`src/sv/lcd_window_and_bitmap_pixel_writer_top_assert.svh`:
```
// Assertion macros for the pixel writer RTL.
// Each module that asserts includes this file; it expects clk and rst in scope.
`ifndef LCD_WINDOW_AND_BITMAP_PIXEL_WRITER_TOP_ASSERT_SVH
`define LCD_WINDOW_AND_BITMAP_PIXEL_WRITER_TOP_ASSERT_SVH

`ifndef SYNTHESIS

// Condition must hold at every clock edge out of reset
`define LWBP_ASSERT_HOLDS(name, cond, msg) \
  name: assert property (@(posedge clk) disable iff (rst) (cond)) else $error(msg);

// Consequent must hold in the same cycle as the antecedent
`define LWBP_ASSERT_IMPLIES(name, ante, cons, msg) \
  name: assert property (@(posedge clk) disable iff (rst) (ante) |-> (cons)) else $error(msg);

`else

`define LWBP_ASSERT_HOLDS(name, cond, msg)
`define LWBP_ASSERT_IMPLIES(name, ante, cons, msg)

`endif

`endif

```
`src/sv/lwbp_pkg.sv`:
```
// Package for the LCD window and bitmap pixel writer: codes, types, helpers.
// Used by every module of the block; depends on nothing.
package lwbp_pkg;

  // Coordinate width sent to the display (8..16)
  localparam int COORD_BITS = 9;
  localparam int COORD_MASK = (1 << COORD_BITS) - 1;

  // Job queue between the front and the back
  localparam int QUEUE_DEPTH = 4;
  localparam int QPTR_W      = $clog2(QUEUE_DEPTH);

  // Input command codes
  localparam logic [1:0] CMD_BEGIN_WINDOW = 2'd0;
  localparam logic [1:0] CMD_BITMAP_BYTE  = 2'd1;
  localparam logic [1:0] CMD_DIRECT_PIXEL = 2'd2;

  // Display controller command bytes
  localparam logic [7:0] LCD_COLUMN_SET   = 8'h2A;
  localparam logic [7:0] LCD_ROW_SET      = 8'h2B;
  localparam logic [7:0] LCD_MEMORY_WRITE = 8'h2C;

  // Bytes in a window setup sequence, as last step index
  localparam logic [3:0] WINDOW_LAST_STEP = 4'd10;
  localparam logic [3:0] PIXEL_LAST_STEP  = 4'd1;

  // Register indexes (byte address / 4)
  localparam logic [2:0] REG_RECT_WIDTH  = 3'd0;
  localparam logic [2:0] REG_RECT_HEIGHT = 3'd1;
  localparam logic [2:0] REG_ROW_STRIDE  = 3'd2;
  localparam logic [2:0] REG_FIRST_BIT   = 3'd3;
  localparam logic [2:0] REG_COLOR_ZERO  = 3'd4;
  localparam logic [2:0] REG_COLOR_ONE   = 3'd5;

  typedef logic [COORD_BITS-1:0] coord_t;

  typedef enum logic [1:0] {
    JOB_WINDOW,
    JOB_BITMAP,
    JOB_PIXEL
  } job_kind_t;

  // One unit of work for the byte sequencer
  typedef struct packed {
    job_kind_t   kind;
    coord_t      xs;
    coord_t      xe;
    coord_t      ys;
    coord_t      ye;
    logic [15:0] value;      // bitmap byte in [7:0], or pixel color
    logic [2:0]  first_bit;  // first bit, from the MSB, of a bitmap byte
    logic [3:0]  last_step;  // index of the final output byte
  } job_t;

  // Configuration registers
  typedef struct packed {
    logic [9:0]  rect_width;
    logic [9:0]  rect_height;
    logic [7:0]  row_stride_bytes;
    logic [2:0]  first_bit_offset;
    logic [15:0] color_for_zero;
    logic [15:0] color_for_one;
  } cfg_t;

  // Queue status seen by the front and the back
  typedef struct packed {
    logic not_empty;
    logic not_full;
  } q_status_t;

  // Start coordinate, wrapped to the coordinate width
  function automatic coord_t coord_start(input logic [8:0] origin);
    logic [17:0] ext;
    ext = {9'd0, origin};
    return ext[COORD_BITS-1:0];
  endfunction

  // End coordinate: origin + size - 1, wrapped
  function automatic coord_t coord_end(input logic [8:0] origin, input logic [9:0] size);
    logic [17:0] sum;
    sum = {9'd0, origin} + {8'd0, size} + 18'(COORD_MASK);
    return sum[COORD_BITS-1:0];
  endfunction

  // High byte of a coordinate
  function automatic logic [7:0] coord_hi(input coord_t c);
    logic [15:0] w;
    w = 16'(c);
    return w[15:8];
  endfunction

  // Low byte of a coordinate
  function automatic logic [7:0] coord_lo(input coord_t c);
    logic [15:0] w;
    w = 16'(c);
    return w[7:0];
  endfunction

endpackage

```
`src/sv/lwbp_front.sv`:
```
// Front end: accepts input items, walks the bitmap counters, builds jobs.
// Depends on lwbp_pkg.
module lwbp_front import lwbp_pkg::*; (
  input  logic       clk,
  input  logic       rst,
  input  cfg_t       cfg,
  input  logic       accept,
  input  logic [1:0] command,
  input  logic [8:0] origin_x,
  input  logic [8:0] origin_y,
  input  logic [15:0] value,
  output logic       push,
  output job_t       job
);

  logic [9:0] pixel_column, pixel_column_next;
  logic [9:0] row_number, row_number_next;
  logic [7:0] byte_in_row, byte_in_row_next;
  logic       bitmap_done, bitmap_done_next;

  logic [2:0] k0;
  logic [3:0] avail;
  logic [9:0] remaining;
  logic [3:0] npix;
  logic [4:0] two_npix_m1;
  logic [7:0] bir_inc;
  logic [9:0] row_inc;

  // Pixels this bitmap byte yields
  always_comb begin
    k0        = (byte_in_row == 8'd0) ? cfg.first_bit_offset : 3'd0;
    avail     = 4'd8 - {1'b0, k0};
    remaining = (pixel_column < cfg.rect_width) ? (cfg.rect_width - pixel_column) : 10'd0;
    npix      = (remaining < {6'd0, avail}) ? remaining[3:0] : avail;
    two_npix_m1 = {npix, 1'b0} - 5'd1;
    bir_inc   = byte_in_row + 8'd1;
    row_inc   = row_number + 10'd1;
  end

  // Job build and counter update
  always_comb begin
    pixel_column_next = pixel_column;
    row_number_next   = row_number;
    byte_in_row_next  = byte_in_row;
    bitmap_done_next  = bitmap_done;
    push              = 1'b0;

    job.kind      = JOB_PIXEL;
    job.xs        = coord_start(origin_x);
    job.xe        = coord_end(origin_x, cfg.rect_width);
    job.ys        = coord_start(origin_y);
    job.ye        = coord_end(origin_y, cfg.rect_height);
    job.value     = value;
    job.first_bit = k0;
    job.last_step = PIXEL_LAST_STEP;

    case (command)
      CMD_BEGIN_WINDOW: begin
        job.kind          = JOB_WINDOW;
        job.last_step     = WINDOW_LAST_STEP;
        push              = accept;
        pixel_column_next = 10'd0;
        row_number_next   = 10'd0;
        byte_in_row_next  = 8'd0;
        bitmap_done_next  = (cfg.rect_height == 10'd0);
      end
      CMD_BITMAP_BYTE: begin
        job.kind      = JOB_BITMAP;
        job.last_step = two_npix_m1[3:0];
        if (!bitmap_done) begin
          push              = accept && (npix != 4'd0);
          pixel_column_next = pixel_column + {6'd0, npix};
          byte_in_row_next  = bir_inc;
          // End of row: stride reached, or the byte count wrapped
          if (bir_inc >= cfg.row_stride_bytes || bir_inc == 8'd0) begin
            byte_in_row_next  = 8'd0;
            pixel_column_next = 10'd0;
            row_number_next   = row_inc;
            if (row_inc >= cfg.rect_height) begin
              bitmap_done_next = 1'b1;
            end
          end
        end
      end
      CMD_DIRECT_PIXEL: begin
        job.kind = JOB_PIXEL;
        push     = accept;
      end
      default: begin
        push = 1'b0;
      end
    endcase
  end

  // Bitmap walk state
  always_ff @(posedge clk) begin
    if (rst) begin
      pixel_column <= 10'd0;
      row_number   <= 10'd0;
      byte_in_row  <= 8'd0;
      bitmap_done  <= 1'b1;
    end else if (accept) begin
      pixel_column <= pixel_column_next;
      row_number   <= row_number_next;
      byte_in_row  <= byte_in_row_next;
      bitmap_done  <= bitmap_done_next;
    end
  end

endmodule

```
`src/sv/lwbp_queue.sv`:
```
// Short job queue between the front end and the byte sequencer.
// Depends on lwbp_pkg.
module lwbp_queue import lwbp_pkg::*; (
  input  logic      clk,
  input  logic      rst,
  input  logic      push,
  input  job_t      push_job,
  input  logic      pop,
  output job_t      head,
  output q_status_t status
);

  job_t              entries [QUEUE_DEPTH];
  logic [QPTR_W-1:0] wr_ptr;
  logic [QPTR_W-1:0] rd_ptr;
  logic [QPTR_W:0]   count;

  assign status.not_empty = (count != '0);
  assign status.not_full  = (count != (QPTR_W+1)'(QUEUE_DEPTH));
  assign head             = entries[rd_ptr];

  // Entry storage
  always_ff @(posedge clk) begin
    if (push) begin
      entries[wr_ptr] <= push_job;
    end
  end

  // Pointers and fill count
  always_ff @(posedge clk) begin
    if (rst) begin
      wr_ptr <= '0;
      rd_ptr <= '0;
      count  <= '0;
    end else begin
      if (push) begin
        wr_ptr <= (wr_ptr == QPTR_W'(QUEUE_DEPTH - 1)) ? '0 : wr_ptr + 1'b1;
      end
      if (pop) begin
        rd_ptr <= (rd_ptr == QPTR_W'(QUEUE_DEPTH - 1)) ? '0 : rd_ptr + 1'b1;
      end
      case ({push, pop})
        2'b10:   count <= count + 1'b1;
        2'b01:   count <= count - 1'b1;
        default: count <= count;
      endcase
    end
  end

endmodule

```
`src/sv/lwbp_back.sv`:
```
// Back end: steps through each job and sends one byte per cycle while jobs are queued and byte_ready is high.
// Depends on lwbp_pkg and the assertion macro header.
`include "lcd_window_and_bitmap_pixel_writer_top_assert.svh"

module lwbp_back import lwbp_pkg::*; (
  input  logic       clk,
  input  logic       rst,
  input  cfg_t       cfg,
  input  job_t       head,
  input  q_status_t  status,
  output logic       pop,
  output logic       byte_valid,
  input  logic       byte_ready,
  output logic [7:0] out_byte,
  output logic       is_data,
  output logic       last
);

  job_t        job;
  logic        busy;
  logic [3:0]  step;
  logic        advance;
  logic        at_last;
  logic [7:0]  cur_byte;
  logic        cur_data;
  logic [2:0]  bit_pos;
  logic        pix_bit;
  logic [15:0] color;

  assign advance = busy && (!byte_valid || byte_ready);
  assign at_last = (step == job.last_step);
  assign pop     = status.not_empty && (!busy || (advance && at_last));

  // Byte for the current step
  always_comb begin
    bit_pos  = job.first_bit + step[3:1];
    pix_bit  = job.value[3'd7 - bit_pos];
    color    = pix_bit ? cfg.color_for_one : cfg.color_for_zero;
    cur_byte = 8'd0;
    cur_data = 1'b1;
    case (job.kind)
      JOB_WINDOW: begin
        case (step)
          4'd0:    begin cur_byte = LCD_COLUMN_SET;   cur_data = 1'b0; end
          4'd1:    cur_byte = coord_hi(job.xs);
          4'd2:    cur_byte = coord_lo(job.xs);
          4'd3:    cur_byte = coord_hi(job.xe);
          4'd4:    cur_byte = coord_lo(job.xe);
          4'd5:    begin cur_byte = LCD_ROW_SET;      cur_data = 1'b0; end
          4'd6:    cur_byte = coord_hi(job.ys);
          4'd7:    cur_byte = coord_lo(job.ys);
          4'd8:    cur_byte = coord_hi(job.ye);
          4'd9:    cur_byte = coord_lo(job.ye);
          default: begin cur_byte = LCD_MEMORY_WRITE; cur_data = 1'b0; end
        endcase
      end
      JOB_BITMAP: begin
        // Two bytes per pixel, high byte first
        cur_byte = step[0] ? color[7:0] : color[15:8];
      end
      JOB_PIXEL: begin
        cur_byte = step[0] ? job.value[7:0] : job.value[15:8];
      end
      default: begin
        cur_byte = 8'd0;
      end
    endcase
  end

  // Sequencer control and output valid
  always_ff @(posedge clk) begin
    if (rst) begin
      busy       <= 1'b0;
      step       <= 4'd0;
      byte_valid <= 1'b0;
    end else begin
      if (advance) begin
        byte_valid <= 1'b1;
        if (at_last) begin
          busy <= status.not_empty;
          step <= 4'd0;
        end else begin
          step <= step + 4'd1;
        end
      end else begin
        // Output register drains on its transfer
        if (byte_ready) begin
          byte_valid <= 1'b0;
        end
        if (!busy && status.not_empty) begin
          busy <= 1'b1;
          step <= 4'd0;
        end
      end
    end
  end

  // Job and output payload
  always_ff @(posedge clk) begin
    if (pop) begin
      job <= head;
    end
    if (advance) begin
      out_byte <= cur_byte;
      is_data  <= cur_data;
      last     <= at_last;
    end
  end

  `LWBP_ASSERT_IMPLIES(a_step_in_range, busy, step <= job.last_step, "step past end of job")
  `LWBP_ASSERT_IMPLIES(a_bitmap_job_shape, busy && job.kind == JOB_BITMAP,
    job.last_step[0] && ({1'b0, job.first_bit} + {1'b0, job.last_step[3:1]} <= 4'd7),
    "bitmap job reaches past bit 0")
  `LWBP_ASSERT_IMPLIES(a_command_bytes, byte_valid && !is_data,
    out_byte == LCD_COLUMN_SET || out_byte == LCD_ROW_SET || out_byte == LCD_MEMORY_WRITE,
    "unexpected command byte")

endmodule

```
`src/sv/lcd_window_and_bitmap_pixel_writer_top.sv`:
```
// Top level of the LCD window and bitmap pixel writer: registers and wiring.
// Depends on lwbp_pkg, lwbp_front, lwbp_queue and lwbp_back.

// Turns window, bitmap-byte and direct-pixel items into the byte stream for a
// display controller's serial port, one byte per clock while jobs are queued
// and byte_ready is high, with is_data marking parameter and pixel bytes and
// last marking each item's final byte. A begin window item gives 11 bytes, a
// bitmap byte up to 16 (two per pixel), a direct pixel 2, and padding or
// out-of-window bitmap bytes none. The front end takes a new item every cycle
// while its four-entry job queue has room; the byte sequencer runs from one
// job into the next without a pause and so sets the sustained item rate.
// Registers sit at byte address 4*index and should be written only while the
// block is idle.
module lcd_window_and_bitmap_pixel_writer_top import lwbp_pkg::*; (
  input  logic        clk,
  input  logic        rst,
  // Configuration port
  input  logic        psel,
  input  logic        penable,
  input  logic        pwrite,
  input  logic [4:0]  paddr,
  input  logic [31:0] pwdata,
  output logic [31:0] prdata,
  output logic        pready,
  // Input items
  input  logic        cmd_valid,
  output logic        cmd_ready,
  input  logic [1:0]  command,
  input  logic [8:0]  origin_x,
  input  logic [8:0]  origin_y,
  input  logic [15:0] value,
  // Output bytes
  output logic        byte_valid,
  input  logic        byte_ready,
  output logic [7:0]  out_byte,
  output logic        is_data,
  output logic        last
);

  cfg_t      cfg;
  logic      cfg_write;
  logic [2:0] reg_index;
  logic      accept;
  logic      push;
  logic      pop;
  job_t      push_job;
  job_t      head;
  q_status_t status;

  assign pready    = 1'b1;
  assign reg_index = paddr[4:2];
  assign cfg_write = psel && penable && pwrite && pready;

  // Configuration registers
  always_ff @(posedge clk) begin
    if (rst) begin
      cfg.rect_width       <= 10'd1;
      cfg.rect_height      <= 10'd1;
      cfg.row_stride_bytes <= 8'd1;
      cfg.first_bit_offset <= 3'd0;
      cfg.color_for_zero   <= 16'h0000;
      cfg.color_for_one    <= 16'hFFFF;
    end else if (cfg_write) begin
      case (reg_index)
        REG_RECT_WIDTH:  cfg.rect_width       <= pwdata[9:0];
        REG_RECT_HEIGHT: cfg.rect_height      <= pwdata[9:0];
        REG_ROW_STRIDE:  cfg.row_stride_bytes <= pwdata[7:0];
        REG_FIRST_BIT:   cfg.first_bit_offset <= pwdata[2:0];
        REG_COLOR_ZERO:  cfg.color_for_zero   <= pwdata[15:0];
        REG_COLOR_ONE:   cfg.color_for_one    <= pwdata[15:0];
        default: ;
      endcase
    end
  end

  // Register read back
  always_comb begin
    case (reg_index)
      REG_RECT_WIDTH:  prdata = {22'd0, cfg.rect_width};
      REG_RECT_HEIGHT: prdata = {22'd0, cfg.rect_height};
      REG_ROW_STRIDE:  prdata = {24'd0, cfg.row_stride_bytes};
      REG_FIRST_BIT:   prdata = {29'd0, cfg.first_bit_offset};
      REG_COLOR_ZERO:  prdata = {16'd0, cfg.color_for_zero};
      REG_COLOR_ONE:   prdata = {16'd0, cfg.color_for_one};
      default:         prdata = 32'd0;
    endcase
  end

  assign cmd_ready = status.not_full;
  assign accept    = cmd_valid && cmd_ready;

  lwbp_front u_front (
    .clk      (clk),
    .rst      (rst),
    .cfg      (cfg),
    .accept   (accept),
    .command  (command),
    .origin_x (origin_x),
    .origin_y (origin_y),
    .value    (value),
    .push     (push),
    .job      (push_job)
  );

  lwbp_queue u_queue (
    .clk      (clk),
    .rst      (rst),
    .push     (push),
    .push_job (push_job),
    .pop      (pop),
    .head     (head),
    .status   (status)
  );

  lwbp_back u_back (
    .clk        (clk),
    .rst        (rst),
    .cfg        (cfg),
    .head       (head),
    .status     (status),
    .pop        (pop),
    .byte_valid (byte_valid),
    .byte_ready (byte_ready),
    .out_byte   (out_byte),
    .is_data    (is_data),
    .last       (last)
  );

endmodule
```
`config.mk`:
```
export PLATFORM = sky130hd
export DESIGN_NAME = lcd_window_and_bitmap_pixel_writer_top
export DESIGN_NICKNAME = d
export VERILOG_FILES = /design/src/sv/lwbp_pkg.sv /design/src/sv/lwbp_front.sv /design/src/sv/lwbp_queue.sv /design/src/sv/lwbp_back.sv /design/src/sv/lcd_window_and_bitmap_pixel_writer_top.sv
export VERILOG_INCLUDE_DIRS = /design/src /design/src/sv
export SDC_FILE = /design/constraint.sdc
export NUM_CORES = 1
export LEC_CHECK = 0
export ABC_CLOCK_PERIOD_IN_PS = 9700
export BUFFER_PORTS_ARGS = -buffer_cell sky130_fd_sc_hd__buf_2
export CAP_MARGIN = 20
export CORE_MARGIN = 2
export CORE_UTILIZATION = 41
export CTS_CLUSTER_DIAMETER = 30
export CTS_CLUSTER_SIZE = 20
export DETAILED_ROUTE_END_ITERATION = 10
export PLACE_DENSITY = 0.63
export SYNTH_ARGS = -nofsm -noshare
export SYNTH_HDL_FRONTEND = slang
export SYNTH_SLANG_ARGS = --single-unit
```
`constraint.sdc`:
```
create_clock -name clk -period 9.7 [get_ports clk]
set_input_delay 2.91 -clock clk [delete_from_list [all_inputs] [get_ports clk]]
set_output_delay 2.91 -clock clk [all_outputs]
set_load 0.01 [all_outputs]
```
==> results.yml <==
yosys:
  yosysSeqAreaShare_pct: 59.5
  synth.distinct_cells: 75
  synth.top_cell.area_share_pct: 48.7
  synth_area_leader_cell: "edfxtp_1"
  synth_warnings: 0
  ys_seq_elements: 420
  synth_flop_cell: "edfxtp_1"
  synth_most_common_cell: "edfxtp_1"
  synth-async-reset-ratio_pct: 0
  synth_area_sq_um: 19400
  synthCells: 1457
  synth_area_leaders: "edfxtp_1 (49%), dfxtp_1 (11%), mux4_2 (8.5%)"
  synth_common_cells: "edfxtp_1 (315), inv_1 (134), nand2_1 (119)"
  synth-edff-count: 315
  syn_area_per_cell_sq_um: 13.3
worst_setup_path:
  slowest_delay_ps: 610
  crit_top_cell: "buf_2"
  path_cells: "buf_2 > mux4_2 > nor2b_1 > buf_2"
  end_kind: "output port"
  cp_data_required_time_ps: 6790
  path_class: "input pin to output port"
  arrival_ps: 4390
  critPathMaxFanout: 30
  regToRegSetupSlack_ps: 3440
  r2r-start: "cfg[53]"
  r2r_end: "u_queue.entries[2][48]"
  slowest_stage: "mux4_2"
  critPathLaunchType: "input pin"
  r2r_cells: 22
cts:
  cts_tree: "built"
  cts_sinks: 420
  clk_latency_ps: 620
  post-cts-setup-buffers: 0
  post_cts_resized: 0
  ctsHtreeMaxLevel: 3
  hold_buffers: 0
  path_clk_slew_ps: 40
  clock_path_buffers: 3
  numCtsBuffers: 90
  cts-root-buf: "clkbuf_16"
min_path:
  min-delay-start: "cfg[25]"
  hold_depth: 2
  hold_path_class: "flip-flop to flip-flop"
  hold_end: "cfg[25]"
global_routing:
  overflow: 0
  grt_pass1_wl_microns: 72000
  grt_pass1_vias: 12285
  grt_start_max_net_pins: 66
  grt_usage_pct: 19.1
  antenna_found_initial: 2
power:
  switching_share_pct: 26.6
  p_seq_share_pct: 35.9
  p_clk_share_pct: 47.9
  irDropWorstVdd_uv: 153
  internal_power_uw: 4950
  p_sw_uw: 1800
  power.density_nw_per_um2: 285
  pwr-share-comb_pct: 16.2
  p_leak_uw: 0.00881
final_layout:
  num_antenna_cells: 0
  drive_gt1_share_pct: 21.6
  fillerInstances: 3896
  area_growth_pct: 21.8
  layout.nets: 1752
placed_design:
  dpl.hpwl_microns: 30600
  io_buffer_count: 89
  dp_slack_ps: 2400
  gp_congestion: 0.835
timing:
  fin_setup_tns_ps: 0
  max_freq_ghz: 0.137
  final.min_clock_period_ps: 7300
  worstMarginPinSlew_ps: 1020
  finalHoldViolCount: 0
  fin_ws_ps: 2400
  max_slew_margin_pct: 31.8
  finalSetupViolCount: 0
  rsz0062_at_grt: "no"
  final.period_utilization_pct: 75.3
  maxSlewViolCount: 0
  worst_hold_slack_ps: 466
  fin_worst_skew_ps: 32.7
floorplan:
  row_count: 79
  start_util_pct: 41.6
  die-area_sq_um: 49100
  core-area_sq_um: 46700
  die_y_microns: 222
  die_w_microns: 222
  pin_count: 125
drt:
  drt-initial-drc-count: 1008
  ant_nets: 0
  drt_wl_total_microns: 46500
  dr.pass1.iters: 10
  via_per_inst: 5.37
  drc: 8
  routed-via-count: 12178
  wire_per_inst_microns: 20.5
outcome:
  status: "finished, violations left"
  violations: "DRC"
flow_run:
  maxCapViolations: 0
cell usage in the layout, fill, tap and decap left out, types with 7 or more instances in the layout:
cell type and n:
edfxtp_1 315, inv_1 133, nand2_1 119, dfxtp_1 103, clkbuf_16 91, buf_2 89
ha_1 81, nor2_1 75, mux4_2 73, mux2i_1 72, a21oi_1 70, xnor2_1 33
o21ai_0 30, a21o_1 20, bufinv_16 18, conb_1 17, xor2_1 16, nand3_1 16
nand2b_1 14, o22ai_1 14, buf_4 14, nor3_1 13, a22oi_1 13, nor2b_1 12
a22o_1 12, clkinvlp_4 11, clkinv_2 11, a31oi_1 10, o211ai_1 9, clkbuf_1 9
or3_1 8, clkinv_4 8, clkinv_1 7
worst max-delay path by stage:
stage,start,end,slack [ps],cells past startpoint
6_report,paddr[2],prdata[8],2400,4
5_1_grt,paddr[2],prdata[8],2340,4
4_1_cts,paddr[2],prdata[8],2400,4
3_5_place_dp,paddr[2],prdata[8],2400,4
3_3_place_gp,paddr[2],prdata[8],2420,4
2_1_floorplan,paddr[2],prdata[10],2690,5
flip-flops by register name, summed over array words and instances (netlist names):
register,count
u_front.row_number,10
u_back.busy,1
u_front.pixel_column,10
u_back.is_data,1
u_back.step,4
u_queue.rd_ptr,2
u_queue.entries,244
u_queue.wr_ptr,2
u_front.bitmap_done,1
u_back.byte_valid,1
u_back.job,61
u_back.last,1
u_queue.count,3
u_back.out_byte,8
cfg,63
u_front.byte_in_row,8
worst max-delay path: cells and delay by family:
family,cells,cell delay [ps]
buf+inv,2,710
mux,1,610
simple gates,1,150
kinds of logic after synthesis:
| logic type | after synthesis | share of synthesized area (%) |
|---|---|---|
| and+or+nand+nor | 304 | 7.30 |
| muxes | 149 | 12.5 |
| DFF | 420 | 59.5 |
| adders and majority gates | 87 | 5.84 |
| buffers and inverters | 217 | 4.71 |
| other | 2 | 0.0387 |
| xor gates and xnor gates | 49 | 2.21 |
| AOI/OAI and AO/OA | 229 | 7.92 |
metrics by stage:
step	cells	util (%)	power [uW]	area, sq um
2_1_floorplan	1472	-	3150	19500
3_3_place_gp	2099	43.7	3530	20400
3_5_place_dp	2099	43.7	3560	20400
4_1_cts	2265	50.7	6810	23700
5_1_grt	2266	50.7	6990	23700
6_report	2266	50.7	6740	23700
power by group through the flow:
stage | Clock (uW) | Sequential (uW) | Combinational (uW)
after global placement | 0 | 2450 | 1080
after CTS | 3270 | 2430 | 1110
after floorplan | 0 | 2360 | 792
after detailed placement | 0 | 2460 | 1100
after global routing | 3360 | 2450 | 1180
final | 3230 | 2420 | 1090
per-layer routing:
| layer | part of all wire (%) | GRT usage [%] |
|---|---|---|
| met5 | 0.052 | 0 |
| met2 | 49 | 32.0 |
| met3 | 5.4 | 3.37 |
| met4 | 2.8 | 7.50 |
| met1 | 43 | 24.8 |
area by class of cell:
| type | count | area, sq um | share of cell area [%] |
|---|---|---|---|
| Tap cell | 607 | 759 | 3.21 |
| Sequential cell | 420 | 11600 | 48.9 |
| Multi-Input combinational cell | 835 | 7020 | 29.7 |
| Timing Repair Buffer | 103 | 551 | 2.33 |
| Clock inverter | 65 | 937 | 3.96 |
| Inverter | 135 | 507 | 2.14 |
| Clock buffer | 101 | 2320 | 9.82 |
No activity file was read; power rests on OpenSTA's default activity.
